File: src/rtl/core/tcrb_pkg.sv
// ----------------------------------------------------------------------------
// Touch contact report builder package
// Sizes, opcodes, command and state types shared by the block.
// ----------------------------------------------------------------------------
`default_nettype none

package tcrb_pkg;

  localparam int MAX_CONTACTS = 5;
  localparam int SLOT_W       = (MAX_CONTACTS > 1) ? $clog2(MAX_CONTACTS) : 1;
  localparam int OPC_W        = 3;
  localparam int IN_SLOT_W    = 8;
  localparam int COORD_W      = 16;
  localparam int ID_W         = 5;
  localparam int BYTE_W       = 8;
  localparam int FIFO_DEPTH   = 2;

  localparam logic [BYTE_W-1:0] REPORT_ID_RST = 8'd1;

  localparam logic [OPC_W-1:0] OP_DOWN        = 3'd0;
  localparam logic [OPC_W-1:0] OP_MOVE        = 3'd1;
  localparam logic [OPC_W-1:0] OP_UP          = 3'd2;
  localparam logic [OPC_W-1:0] OP_RELEASE_ALL = 3'd3;
  localparam logic [OPC_W-1:0] OP_FLUSH       = 3'd4;

  typedef enum logic [2:0] {
    CMD_DOWN,
    CMD_MOVE,
    CMD_UP,
    CMD_RELALL,
    CMD_FLUSH,
    CMD_REFUSE
  } cmd_kind_t;

  typedef struct packed {
    cmd_kind_t           kind;
    logic [SLOT_W-1:0]   slot;
    logic [COORD_W-1:0]  x;
    logic [COORD_W-1:0]  y;
  } cmd_t;

  typedef struct packed {
    logic push;
    cmd_t cmd;
  } q_wr_t;

  typedef struct packed {
    logic not_empty;
    cmd_t cmd;
  } q_rd_t;

  typedef enum logic [1:0] {
    BK_IDLE,
    BK_SLOTS,
    BK_TAIL
  } back_state_t;

  typedef enum logic [2:0] {
    FLD_STATUS,
    FLD_X_LO,
    FLD_X_HI,
    FLD_Y_LO,
    FLD_Y_HI
  } field_t;

endpackage

`default_nettype wire

File: src/rtl/core/tcrb_in_if.sv
// ----------------------------------------------------------------------------
// Touch contact command channel
// Valid/ready channel carrying one touch operation per beat.
// ----------------------------------------------------------------------------
`default_nettype none

interface tcrb_in_if;
  logic                               valid;
  logic                               ready;
  logic [tcrb_pkg::OPC_W-1:0]         opcode;
  logic [tcrb_pkg::IN_SLOT_W-1:0]     contact_slot;
  logic [tcrb_pkg::COORD_W-1:0]       x_coord;
  logic [tcrb_pkg::COORD_W-1:0]       y_coord;

  modport source (output valid, opcode, contact_slot, x_coord, y_coord, input ready);
  modport sink   (input valid, opcode, contact_slot, x_coord, y_coord, output ready);
endinterface

`default_nettype wire

File: src/rtl/core/tcrb_out_if.sv
// ----------------------------------------------------------------------------
// Touch contact result channel
// Valid/ready channel carrying one result or report byte per beat.
// ----------------------------------------------------------------------------
`default_nettype none

interface tcrb_out_if;
  logic                          valid;
  logic                          ready;
  logic                          accepted;
  logic                          byte_valid;
  logic [tcrb_pkg::BYTE_W-1:0]   report_byte;
  logic                          last_byte;

  modport source (output valid, accepted, byte_valid, report_byte, last_byte, input ready);
  modport sink   (input valid, accepted, byte_valid, report_byte, last_byte, output ready);
endinterface

`default_nettype wire

File: src/rtl/core/tcrb_front.sv
// ----------------------------------------------------------------------------
// Touch contact front end
// Accepts command beats, checks slot range and opcode, queues commands.
// ----------------------------------------------------------------------------
`default_nettype none

module tcrb_front (
  tcrb_in_if.sink           in_ch,
  input  wire logic         q_full,
  output tcrb_pkg::q_wr_t   q_wr
);

  logic in_range;

  assign in_range    = in_ch.contact_slot < tcrb_pkg::IN_SLOT_W'(tcrb_pkg::MAX_CONTACTS);
  assign in_ch.ready = !q_full;

  always_comb begin
    q_wr.push     = in_ch.valid && !q_full;
    q_wr.cmd.slot = in_ch.contact_slot[tcrb_pkg::SLOT_W-1:0];
    q_wr.cmd.x    = in_ch.x_coord;
    q_wr.cmd.y    = in_ch.y_coord;
    unique case (in_ch.opcode)
      tcrb_pkg::OP_DOWN:        q_wr.cmd.kind = in_range ? tcrb_pkg::CMD_DOWN
                                                         : tcrb_pkg::CMD_REFUSE;
      tcrb_pkg::OP_MOVE:        q_wr.cmd.kind = in_range ? tcrb_pkg::CMD_MOVE
                                                         : tcrb_pkg::CMD_REFUSE;
      tcrb_pkg::OP_UP:          q_wr.cmd.kind = in_range ? tcrb_pkg::CMD_UP
                                                         : tcrb_pkg::CMD_REFUSE;
      tcrb_pkg::OP_RELEASE_ALL: q_wr.cmd.kind = tcrb_pkg::CMD_RELALL;
      tcrb_pkg::OP_FLUSH:       q_wr.cmd.kind = tcrb_pkg::CMD_FLUSH;
      default:                  q_wr.cmd.kind = tcrb_pkg::CMD_REFUSE;
    endcase
  end

endmodule

`default_nettype wire

File: src/rtl/core/tcrb_cmd_fifo.sv
// ----------------------------------------------------------------------------
// Touch contact command queue
// Short first-in first-out buffer between front end and back end.
// ----------------------------------------------------------------------------
`default_nettype none

module tcrb_cmd_fifo (
  input  wire logic             clk,
  input  wire logic             rst_n,
  input  wire tcrb_pkg::q_wr_t  q_wr,
  input  wire logic             pop,
  output logic                  full,
  output tcrb_pkg::q_rd_t       q_rd
);

  localparam int PTR_W = (tcrb_pkg::FIFO_DEPTH > 1) ? $clog2(tcrb_pkg::FIFO_DEPTH) : 1;
  localparam int CNT_W = $clog2(tcrb_pkg::FIFO_DEPTH + 1);

  tcrb_pkg::cmd_t    mem_r [tcrb_pkg::FIFO_DEPTH];
  logic [PTR_W-1:0]  wr_ptr_r, wr_ptr_nxt;
  logic [PTR_W-1:0]  rd_ptr_r, rd_ptr_nxt;
  logic [CNT_W-1:0]  cnt_r, cnt_nxt;
  logic              do_push, do_pop;

  assign full           = cnt_r == CNT_W'(tcrb_pkg::FIFO_DEPTH);
  assign q_rd.not_empty = cnt_r != '0;
  assign q_rd.cmd       = mem_r[rd_ptr_r];
  assign do_push        = q_wr.push && !full;
  assign do_pop         = pop && q_rd.not_empty;

  always_comb begin
    wr_ptr_nxt = wr_ptr_r;
    rd_ptr_nxt = rd_ptr_r;
    cnt_nxt    = cnt_r;
    if (do_push) begin
      wr_ptr_nxt = (wr_ptr_r == PTR_W'(tcrb_pkg::FIFO_DEPTH - 1)) ? '0 : wr_ptr_r + 1'b1;
    end
    if (do_pop) begin
      rd_ptr_nxt = (rd_ptr_r == PTR_W'(tcrb_pkg::FIFO_DEPTH - 1)) ? '0 : rd_ptr_r + 1'b1;
    end
    if (do_push && !do_pop) begin
      cnt_nxt = cnt_r + 1'b1;
    end else if (do_pop && !do_push) begin
      cnt_nxt = cnt_r - 1'b1;
    end
  end

  always_ff @(posedge clk) begin
    if (!rst_n) begin
      wr_ptr_r <= '0;
      rd_ptr_r <= '0;
      cnt_r    <= '0;
    end else begin
      wr_ptr_r <= wr_ptr_nxt;
      rd_ptr_r <= rd_ptr_nxt;
      cnt_r    <= cnt_nxt;
    end
  end

  always_ff @(posedge clk) begin
    if (do_push) begin
      mem_r[wr_ptr_r] <= q_wr.cmd;
    end
  end

endmodule

`default_nettype wire

File: src/rtl/core/tcrb_back.sv
// ----------------------------------------------------------------------------
// Touch contact back end
// Holds the slot table, applies commands and serializes flushed reports.
// ----------------------------------------------------------------------------
`default_nettype none

module tcrb_back (
  input  wire logic                          clk,
  input  wire logic                          rst_n,
  input  wire logic                          cfg_wr_en,
  input  wire logic [tcrb_pkg::BYTE_W-1:0]   cfg_wr_data,
  input  wire tcrb_pkg::q_rd_t               q_rd,
  output logic                               pop,
  tcrb_out_if.source                         out_ch
);

  localparam int N = tcrb_pkg::MAX_CONTACTS;
  localparam int SW = tcrb_pkg::SLOT_W;

  tcrb_pkg::back_state_t             state_r, state_nxt;
  tcrb_pkg::field_t                  fld_r, fld_nxt;
  logic [SW-1:0]                     slot_cnt_r, slot_cnt_nxt;
  logic [tcrb_pkg::BYTE_W-1:0]       rpt_hdr_r;

  logic [N-1:0]                      active_r;
  logic [tcrb_pkg::ID_W-1:0]         id_r [N];
  logic [tcrb_pkg::COORD_W-1:0]      x_r  [N];
  logic [tcrb_pkg::COORD_W-1:0]      y_r  [N];

  logic                              out_valid_r, out_valid_nxt;
  logic                              out_acc_r, out_acc_nxt;
  logic                              out_bv_r, out_bv_nxt;
  logic [tcrb_pkg::BYTE_W-1:0]       out_byte_r, out_byte_nxt;
  logic                              out_last_r, out_last_nxt;

  logic                              out_free, out_load;
  logic [SW-1:0]                     rd_idx;
  logic                              wr_pos, set_act, clr_act, clr_all;
  logic [tcrb_pkg::ID_W-1:0]         rd_id;
  logic [tcrb_pkg::COORD_W-1:0]      rd_x, rd_y;
  logic                              rd_act;

  assign out_free = !out_valid_r || out_ch.ready;
  assign rd_idx   = (state_r == tcrb_pkg::BK_IDLE) ? q_rd.cmd.slot : slot_cnt_r;
  assign rd_act   = active_r[rd_idx];
  assign rd_id    = id_r[rd_idx];
  assign rd_x     = x_r[rd_idx];
  assign rd_y     = y_r[rd_idx];

  assign out_ch.valid       = out_valid_r;
  assign out_ch.accepted    = out_acc_r;
  assign out_ch.byte_valid  = out_bv_r;
  assign out_ch.report_byte = out_byte_r;
  assign out_ch.last_byte   = out_last_r;

  always_comb begin
    state_nxt    = state_r;
    fld_nxt      = fld_r;
    slot_cnt_nxt = slot_cnt_r;
    pop          = 1'b0;
    out_load     = 1'b0;
    out_acc_nxt  = out_acc_r;
    out_bv_nxt   = out_bv_r;
    out_byte_nxt = out_byte_r;
    out_last_nxt = out_last_r;
    wr_pos       = 1'b0;
    set_act      = 1'b0;
    clr_act      = 1'b0;
    clr_all      = 1'b0;
    unique case (state_r)
      tcrb_pkg::BK_IDLE: begin
        if (q_rd.not_empty && out_free) begin
          pop          = 1'b1;
          out_load     = 1'b1;
          out_acc_nxt  = 1'b0;
          out_bv_nxt   = 1'b0;
          out_byte_nxt = '0;
          out_last_nxt = 1'b1;
          unique case (q_rd.cmd.kind)
            tcrb_pkg::CMD_FLUSH: begin
              out_acc_nxt  = 1'b1;
              out_bv_nxt   = 1'b1;
              out_byte_nxt = rpt_hdr_r;
              out_last_nxt = 1'b0;
              slot_cnt_nxt = '0;
              fld_nxt      = tcrb_pkg::FLD_STATUS;
              state_nxt    = tcrb_pkg::BK_SLOTS;
            end
            tcrb_pkg::CMD_DOWN: begin
              wr_pos      = 1'b1;
              set_act     = 1'b1;
              out_acc_nxt = 1'b1;
            end
            tcrb_pkg::CMD_MOVE: begin
              wr_pos      = rd_act;
              out_acc_nxt = rd_act;
            end
            tcrb_pkg::CMD_UP: begin
              clr_act     = 1'b1;
              out_acc_nxt = 1'b1;
            end
            tcrb_pkg::CMD_RELALL: begin
              clr_all     = 1'b1;
              out_acc_nxt = 1'b1;
            end
            default: out_acc_nxt = 1'b0;
          endcase
        end
      end
      tcrb_pkg::BK_SLOTS: begin
        if (out_free) begin
          out_load     = 1'b1;
          out_acc_nxt  = 1'b1;
          out_bv_nxt   = 1'b1;
          out_last_nxt = 1'b0;
          unique case (fld_r)
            tcrb_pkg::FLD_STATUS: out_byte_nxt = {rd_id, 2'b00, rd_act};
            tcrb_pkg::FLD_X_LO:   out_byte_nxt = rd_x[7:0];
            tcrb_pkg::FLD_X_HI:   out_byte_nxt = rd_x[15:8];
            tcrb_pkg::FLD_Y_LO:   out_byte_nxt = rd_y[7:0];
            default:              out_byte_nxt = rd_y[15:8];
          endcase
          if (fld_r == tcrb_pkg::FLD_Y_HI) begin
            fld_nxt = tcrb_pkg::FLD_STATUS;
            if (slot_cnt_r == SW'(N - 1)) begin
              state_nxt = tcrb_pkg::BK_TAIL;
            end else begin
              slot_cnt_nxt = slot_cnt_r + 1'b1;
            end
          end else begin
            fld_nxt = tcrb_pkg::field_t'(fld_r + 3'd1);
          end
        end
      end
      tcrb_pkg::BK_TAIL: begin
        if (out_free) begin
          out_load     = 1'b1;
          out_acc_nxt  = 1'b1;
          out_bv_nxt   = 1'b1;
          out_byte_nxt = tcrb_pkg::BYTE_W'($countones(active_r));
          out_last_nxt = 1'b1;
          state_nxt    = tcrb_pkg::BK_IDLE;
        end
      end
      default: state_nxt = tcrb_pkg::BK_IDLE;
    endcase
    if (out_load) begin
      out_valid_nxt = 1'b1;
    end else if (out_ch.ready) begin
      out_valid_nxt = 1'b0;
    end else begin
      out_valid_nxt = out_valid_r;
    end
  end

  always_ff @(posedge clk) begin
    if (!rst_n) begin
      state_r     <= tcrb_pkg::BK_IDLE;
      fld_r       <= tcrb_pkg::FLD_STATUS;
      slot_cnt_r  <= '0;
      out_valid_r <= 1'b0;
      rpt_hdr_r   <= tcrb_pkg::REPORT_ID_RST;
    end else begin
      state_r     <= state_nxt;
      fld_r       <= fld_nxt;
      slot_cnt_r  <= slot_cnt_nxt;
      out_valid_r <= out_valid_nxt;
      if (cfg_wr_en) begin
        rpt_hdr_r <= cfg_wr_data;
      end
    end
  end

  always_ff @(posedge clk) begin
    out_acc_r  <= out_acc_nxt;
    out_bv_r   <= out_bv_nxt;
    out_byte_r <= out_byte_nxt;
    out_last_r <= out_last_nxt;
  end

  always_ff @(posedge clk) begin
    if (!rst_n) begin
      active_r <= '0;
      for (int i = 0; i < N; i++) begin
        id_r[i] <= '0;
        x_r[i]  <= '0;
        y_r[i]  <= '0;
      end
    end else begin
      for (int i = 0; i < N; i++) begin
        if (clr_all) begin
          active_r[i] <= 1'b0;
        end else if (q_rd.cmd.slot == SW'(i)) begin
          if (set_act) begin
            active_r[i] <= 1'b1;
            id_r[i]     <= tcrb_pkg::ID_W'(q_rd.cmd.slot);
          end else if (clr_act) begin
            active_r[i] <= 1'b0;
          end
          if (wr_pos) begin
            x_r[i] <= q_rd.cmd.x;
            y_r[i] <= q_rd.cmd.y;
          end
        end
      end
    end
  end

endmodule

`default_nettype wire

File: src/rtl/core/touch_contact_report_builder.sv
// ----------------------------------------------------------------------------
// Touch contact report builder
// Multitouch contact table with a byte-serial digitizer report on flush.
//
//   channel   dir  beat
//   in_ch     in   opcode, contact_slot, x_coord, y_coord
//   out_ch    out  accepted, byte_valid, report_byte, last_byte
//   cfg_*     in   report id byte, written when cfg_wr_en is high
//
// Down, move, up and release-all each give one beat; with the two-entry queue
// a command can be taken every cycle unless results stall or a flush runs.
// Flush gives 2 + 5 * MAX_CONTACTS beats from the back-end byte sequencer,
// one per cycle while ready is high; the queue takes commands until full.
// Reset is synchronous and clears the table, queue and result valid flag. A
// stalled result holds in the output register; the queue fills behind it.
// ----------------------------------------------------------------------------
`default_nettype none

module touch_contact_report_builder (
  input  wire logic                          clk,
  input  wire logic                          rst_n,
  tcrb_in_if.sink                            in_ch,
  tcrb_out_if.source                         out_ch,
  input  wire logic                          cfg_wr_en,
  input  wire logic [tcrb_pkg::BYTE_W-1:0]   cfg_wr_data
);

  tcrb_pkg::q_wr_t  q_wr;
  tcrb_pkg::q_rd_t  q_rd;
  logic             q_full;
  logic             q_pop;

  tcrb_front u_front (
    .in_ch  (in_ch),
    .q_full (q_full),
    .q_wr   (q_wr)
  );

  tcrb_cmd_fifo u_fifo (
    .clk   (clk),
    .rst_n (rst_n),
    .q_wr  (q_wr),
    .pop   (q_pop),
    .full  (q_full),
    .q_rd  (q_rd)
  );

  tcrb_back u_back (
    .clk         (clk),
    .rst_n       (rst_n),
    .cfg_wr_en   (cfg_wr_en),
    .cfg_wr_data (cfg_wr_data),
    .q_rd        (q_rd),
    .pop         (q_pop),
    .out_ch      (out_ch)
  );

endmodule

`default_nettype wire

File: src/flat_wrapper.sv
// flat-port wrapper written by rule: the top's interface ports become plain ports
module touch_contact_report_builder_flat 
  (clk, rst_n, cfg_wr_en, cfg_wr_data, in_ch_valid, in_ch_opcode, in_ch_contact_slot, in_ch_x_coord, in_ch_y_coord, in_ch_ready, out_ch_valid, out_ch_accepted, out_ch_byte_valid, out_ch_report_byte, out_ch_last_byte, out_ch_ready);
  tcrb_in_if in_ch_i ();
  tcrb_out_if out_ch_i ();
  input  wire logic clk;
  input  wire logic rst_n;
  input  wire logic cfg_wr_en;
  input  wire logic [tcrb_pkg::BYTE_W-1:0] cfg_wr_data;
  input wire logic [$bits(in_ch_i.valid)-1:0] in_ch_valid;
  input wire logic [$bits(in_ch_i.opcode)-1:0] in_ch_opcode;
  input wire logic [$bits(in_ch_i.contact_slot)-1:0] in_ch_contact_slot;
  input wire logic [$bits(in_ch_i.x_coord)-1:0] in_ch_x_coord;
  input wire logic [$bits(in_ch_i.y_coord)-1:0] in_ch_y_coord;
  output wire logic [$bits(in_ch_i.ready)-1:0] in_ch_ready;
  output wire logic [$bits(out_ch_i.valid)-1:0] out_ch_valid;
  output wire logic [$bits(out_ch_i.accepted)-1:0] out_ch_accepted;
  output wire logic [$bits(out_ch_i.byte_valid)-1:0] out_ch_byte_valid;
  output wire logic [$bits(out_ch_i.report_byte)-1:0] out_ch_report_byte;
  output wire logic [$bits(out_ch_i.last_byte)-1:0] out_ch_last_byte;
  input wire logic [$bits(out_ch_i.ready)-1:0] out_ch_ready;
  assign in_ch_i.valid = in_ch_valid;
  assign in_ch_i.opcode = in_ch_opcode;
  assign in_ch_i.contact_slot = in_ch_contact_slot;
  assign in_ch_i.x_coord = in_ch_x_coord;
  assign in_ch_i.y_coord = in_ch_y_coord;
  assign in_ch_ready = in_ch_i.ready;
  assign out_ch_valid = out_ch_i.valid;
  assign out_ch_accepted = out_ch_i.accepted;
  assign out_ch_byte_valid = out_ch_i.byte_valid;
  assign out_ch_report_byte = out_ch_i.report_byte;
  assign out_ch_last_byte = out_ch_i.last_byte;
  assign out_ch_i.ready = out_ch_ready;
  touch_contact_report_builder u_core (.clk(clk), .rst_n(rst_n), .in_ch(in_ch_i), .out_ch(out_ch_i), .cfg_wr_en(cfg_wr_en), .cfg_wr_data(cfg_wr_data));
endmodule
File: config.mk
export PLATFORM = sky130hd
export DESIGN_NAME = touch_contact_report_builder_flat
export DESIGN_NICKNAME = d
export VERILOG_FILES = /design/src/rtl/core/tcrb_pkg.sv /design/src/rtl/core/tcrb_in_if.sv /design/src/rtl/core/tcrb_out_if.sv /design/src/rtl/core/tcrb_front.sv /design/src/rtl/core/tcrb_cmd_fifo.sv /design/src/rtl/core/tcrb_back.sv /design/src/rtl/core/touch_contact_report_builder.sv /design/src/flat_wrapper.sv
export SDC_FILE = /design/constraint.sdc
export NUM_CORES = 1
export LEC_CHECK = 0
export ABC_AREA = 1
export BUFFER_PORTS_ARGS = -buffer_cell sky130_fd_sc_hd__buf_4
export CORE_MARGIN = 2
export CORE_UTILIZATION = 66
export DETAILED_ROUTE_END_ITERATION = 12
export GPL_TIMING_DRIVEN = 1
export PLACE_DENSITY = 0.95
export REMOVE_ABC_BUFFERS = 1
export SLEW_MARGIN = 20
export SYNTH_ARGS = -nofsm -noshare
export SYNTH_HDL_FRONTEND = slang
export SYNTH_HIERARCHICAL = 1
export SYNTH_SLANG_ARGS = --single-unit
export TNS_END_PERCENT = 10
File: constraint.sdc
create_clock -name clk -period 8.4 [get_ports clk]
set_input_delay 0.42 -clock clk [delete_from_list [all_inputs] [get_ports clk]]
set_output_delay 0.42 -clock clk [all_outputs]
set_load 0.01 [all_outputs]
==> summary.txt <==
Run status
  • Status: complete, no violations

CTS
  • Setup bufs post-CTS: 0
  • H-tree depth: 1
  • Clock Latency Late Sink: 540 ps
  • # hold bufs at CTS: 0
  • Clk sinks: a little under 300
  • CTS buffer count: 28
  • CTS tree: built
  • Cts repair resizes: 0
  • CTS root buf: clkbuf_16
  • Clock Pin Slew Worst Setup and Hold Paths: around 60 ps
  • Bufs on Longest Clock Path: 3

Timing
  • Clock Skew: ~12 ps
  • Min Tclk post-route: 3830 ps
  • Max Slew Vio Count: 0
  • Setup TNS: 0 ps
  • Worst-margin pin slew: 847 ps
  • Final Hold Viols: 0
  • Setup violators final: 0
  • Fin worst setup slack: 4570 ps
  • Fmax: 261 MHz
  • Fin crit share: between 40% and 50%
  • Slew headroom: a little over two fifths
  • RSZ-0062 raised after global routing: no

Detailed routing
  • DR pass1 iterations: 8
  • Aggregate routed wire length: 31.1 mm
  • Drt initial violations: around 1500
  • Via density per instance: a little over 6
  • Wire per inst: 20.6 um
  • ANT nets after route: 0
  • DR vias: about 9300
  • Drt drc: 0

Place
  • Port bufs: 68
  • GPL Wtd Cong: about 0.85
  • Detailed placer's ending HPWL: ~18 mm
  • Post-Place Setup Slack: roughly 4700 ps

Critical path
  • Endpoint class of the critical path: flop
  • Worst path bufs/invs: 5
  • Slowest-stage cell, CP: buf_4
  • CP Launch Type: flop
  • Critical path peak fanout: 60
  • Largest delay share family, worst path: buffers and inverters
  • Crit Path Category: reg -> reg
  • Arr. time, crit path: roughly 4000 ps
  • Most used cell, CP: buf_4
  • Cell chain of the critical path: buf_4 -> mux2_4 -> inv_1 -> nand2_1 -> nand2_2 -> buf_4 -> inv_2 -> nand4_2 -> nand3_2 -> o2111ai_4 -> buf_4 -> nor2_1
  • Critical path required time: between 8000 and 9000 ps
  • Critical Path Max Stage Delay: 570 ps

Finish
  • Util after Layout: approximately three quarters
  • Final #Nets: roughly 1300
  • Most common cell after layout, fill and taps aside: edfxtp_1
  • Syn-to-layout area delta: 10.7%
  • Share of cells above drive strength 1: a little under a fifth
  • Ant diodes: 0
  • Most frequent cells in the layout: edfxtp_1, nand2_1, inv_1

Global routing
  • M2 GR Usage: roughly half
  • First-pass GRT wire length: between 40 and 50 mm
  • All-Layer GR Usage: between 30% and 40%
  • Most Used Layer, Global Route: met2
  • Initial antenna violation count: 0
  • Vias in the first global route: around 9000
  • Met1 Resource Use GR: ~38%
  • Grt ovf: 0
  • Grt met3 use: around 6.0%
  • Largest net degree at the start of global routing: 70

Floorplanning
  • Initial core utilization: about 67%
  • Die W: 145 um
  • Die Y: between 100 and 150 um
  • Standard-cell rows: 51
  • # IOs: 69
  • Core area: between 15000 and 20000 um^2
  • Die ar.: roughly 21000 um^2

Synthesis
  • Synth warn: 6
  • Cell Area, Synth: approximately 13000 um^2
  • Synth Flop Type: edfxtp_1
  • Asr flop ratio synth: 0%
  • Yosys reg bits: 289
  • Sequential cell area fraction in the yosys report: 64.3%
  • Mean Syn Cell Area: approximately 11 um^2
  • Synth unique cells: 43
  • Post-synth EDFFs: 262
  • Post-synthesis instance total: around 1200

Power
  • Worst-case vdd ir drop: between 0.0002 and 0.00025 V
  • Power, Total: around 4.5 mW
  • Pwr/cell area: ~310 nW/um^2
  • Pleak: 5.98 nW

Job
  • Maxcap violations: 0

Hold path
  • Hold crit path type: in -> reg
[worst register-to-register path, cell delays in order, from the launching register on]
cell,delay [ps]
dfxtp_2,320
buf_4,510
mux2_4,390
inv_1,140
nand2_1,90
nand2_2,90
buf_4,530
inv_2,250
nand4_2,170
nand3_2,150
o2111ai_4,100
buf_4,570
nor2_1,220
[layer usage]
| metal | share of wire, % | up-vias |
|---|---|---|
| met5 | 0 | - |
| met4 | 4.9 | 0 |
| met3 | 13 | 168 |
| met2 | 49 | 813 |
| met1 | 33 | 4282 |
| li1 | - | 4001 |
[kinds of logic (layout without fill, tap and decap cells)]
logic type / Yosys count / count (layout) / synth area share, %
XOR/XNOR: 1 / 1 / 0.0670
AO/OA/AOI/OAI: 68 / 68 / 3.22
flip-flops: 289 / 289 / 64.3
multiplexers: 38 / 38 / 3.84
buffers and inverters: 233 / 293 / 8.49
AND/OR/NAND/NOR: 538 / 538 / 18.6
adder cells (fa/ha/maj): 15 / 15 / 1.55
[worst paths after layout]
check,to,cells past startpoint,slack (ps),startpoint
max reg2reg,u_core/u_back/y_r[1][15],12,4570,flop
min,u_core/u_fifo/mem_r[0][30],1,60,in_ch_x_coord[14]
min reg2reg,u_core/u_back/rpt_hdr_r[0],2,480,u_core/u_back/rpt_hdr_r[0]
max,u_core/u_back/y_r[1][15],12,4570,flop
[area by class of cell]
| class | count | area (um^2) |
|---|---|---|
| Fill cell | 1074 | 4980 |
| Tap cell | 265 | 332 |
| Clock buffer | 37 | 754 |
| Multi-Input combinational cell | 660 | 3610 |
| Clock inverter | 15 | 158 |
| Inverter | 158 | 596 |
| Sequential cell | 289 | 8410 |
| Timing Repair Buffer | 83 | 623 |
[state kept, by name, summed over array words and instances (netlist names), named ones only]
signal	count
u_core/u_back/x_r	80
u_core/u_fifo/cnt_r	2
u_core/u_back/out_ch.report_byte	8
u_core/u_back/fld_r	3
u_core/u_back/out_ch.last_byte	1
u_core/u_back/active_r	5
u_core/u_back/id_r	15
u_core/u_fifo/wr_ptr_r	1
u_core/u_back/y_r	80
u_core/u_back/out_ch.accepted	1
u_core/u_fifo/mem_r	76
u_core/u_back/out_ch.valid	1
u_core/u_back/state_r	2
u_core/u_fifo/rd_ptr_r	1
u_core/u_back/out_ch.byte_valid	1
u_core/u_back/rpt_hdr_r	8
u_core/u_back/slot_cnt_r	3
[Yosys cell counts, drive strengths merged (3+ instances only)]
cell      n  area, um^2
buf      69         493
o21ai    30         165
inv     157         592
ha       13         163
edfxtp  262        7870
a21oi    21         105
dfxtp    27         541
nand4     3        25.0
o31ai     4        30.0
nor2    116         523
mux2     38         503
nor3      7        35.0
a211oi    5        37.5
nand2   238         913
nand3b   13        97.6
nand3   147         746
clkbuf    6        22.5
or2      13        81.3
[metrics by stage]
stage                     instances  area (um^2)  hold slack [ps]
final                          1507        14500             58.5
after global routing           1507        14500             48.5
after CTS                      1507        14500             49.1
after detailed placement       1455        13600              466
after global placement         1455        13600              458
after floorplan                1107        12600              429
[report_power, final]
part,switching [mW],internal (mW)
registers,0.0607,1.76
clock network,0.513,0.723
logic,0.997,0.474
total,1.57,2.96
Note: power is estimated with default switching activity, not from simulation.
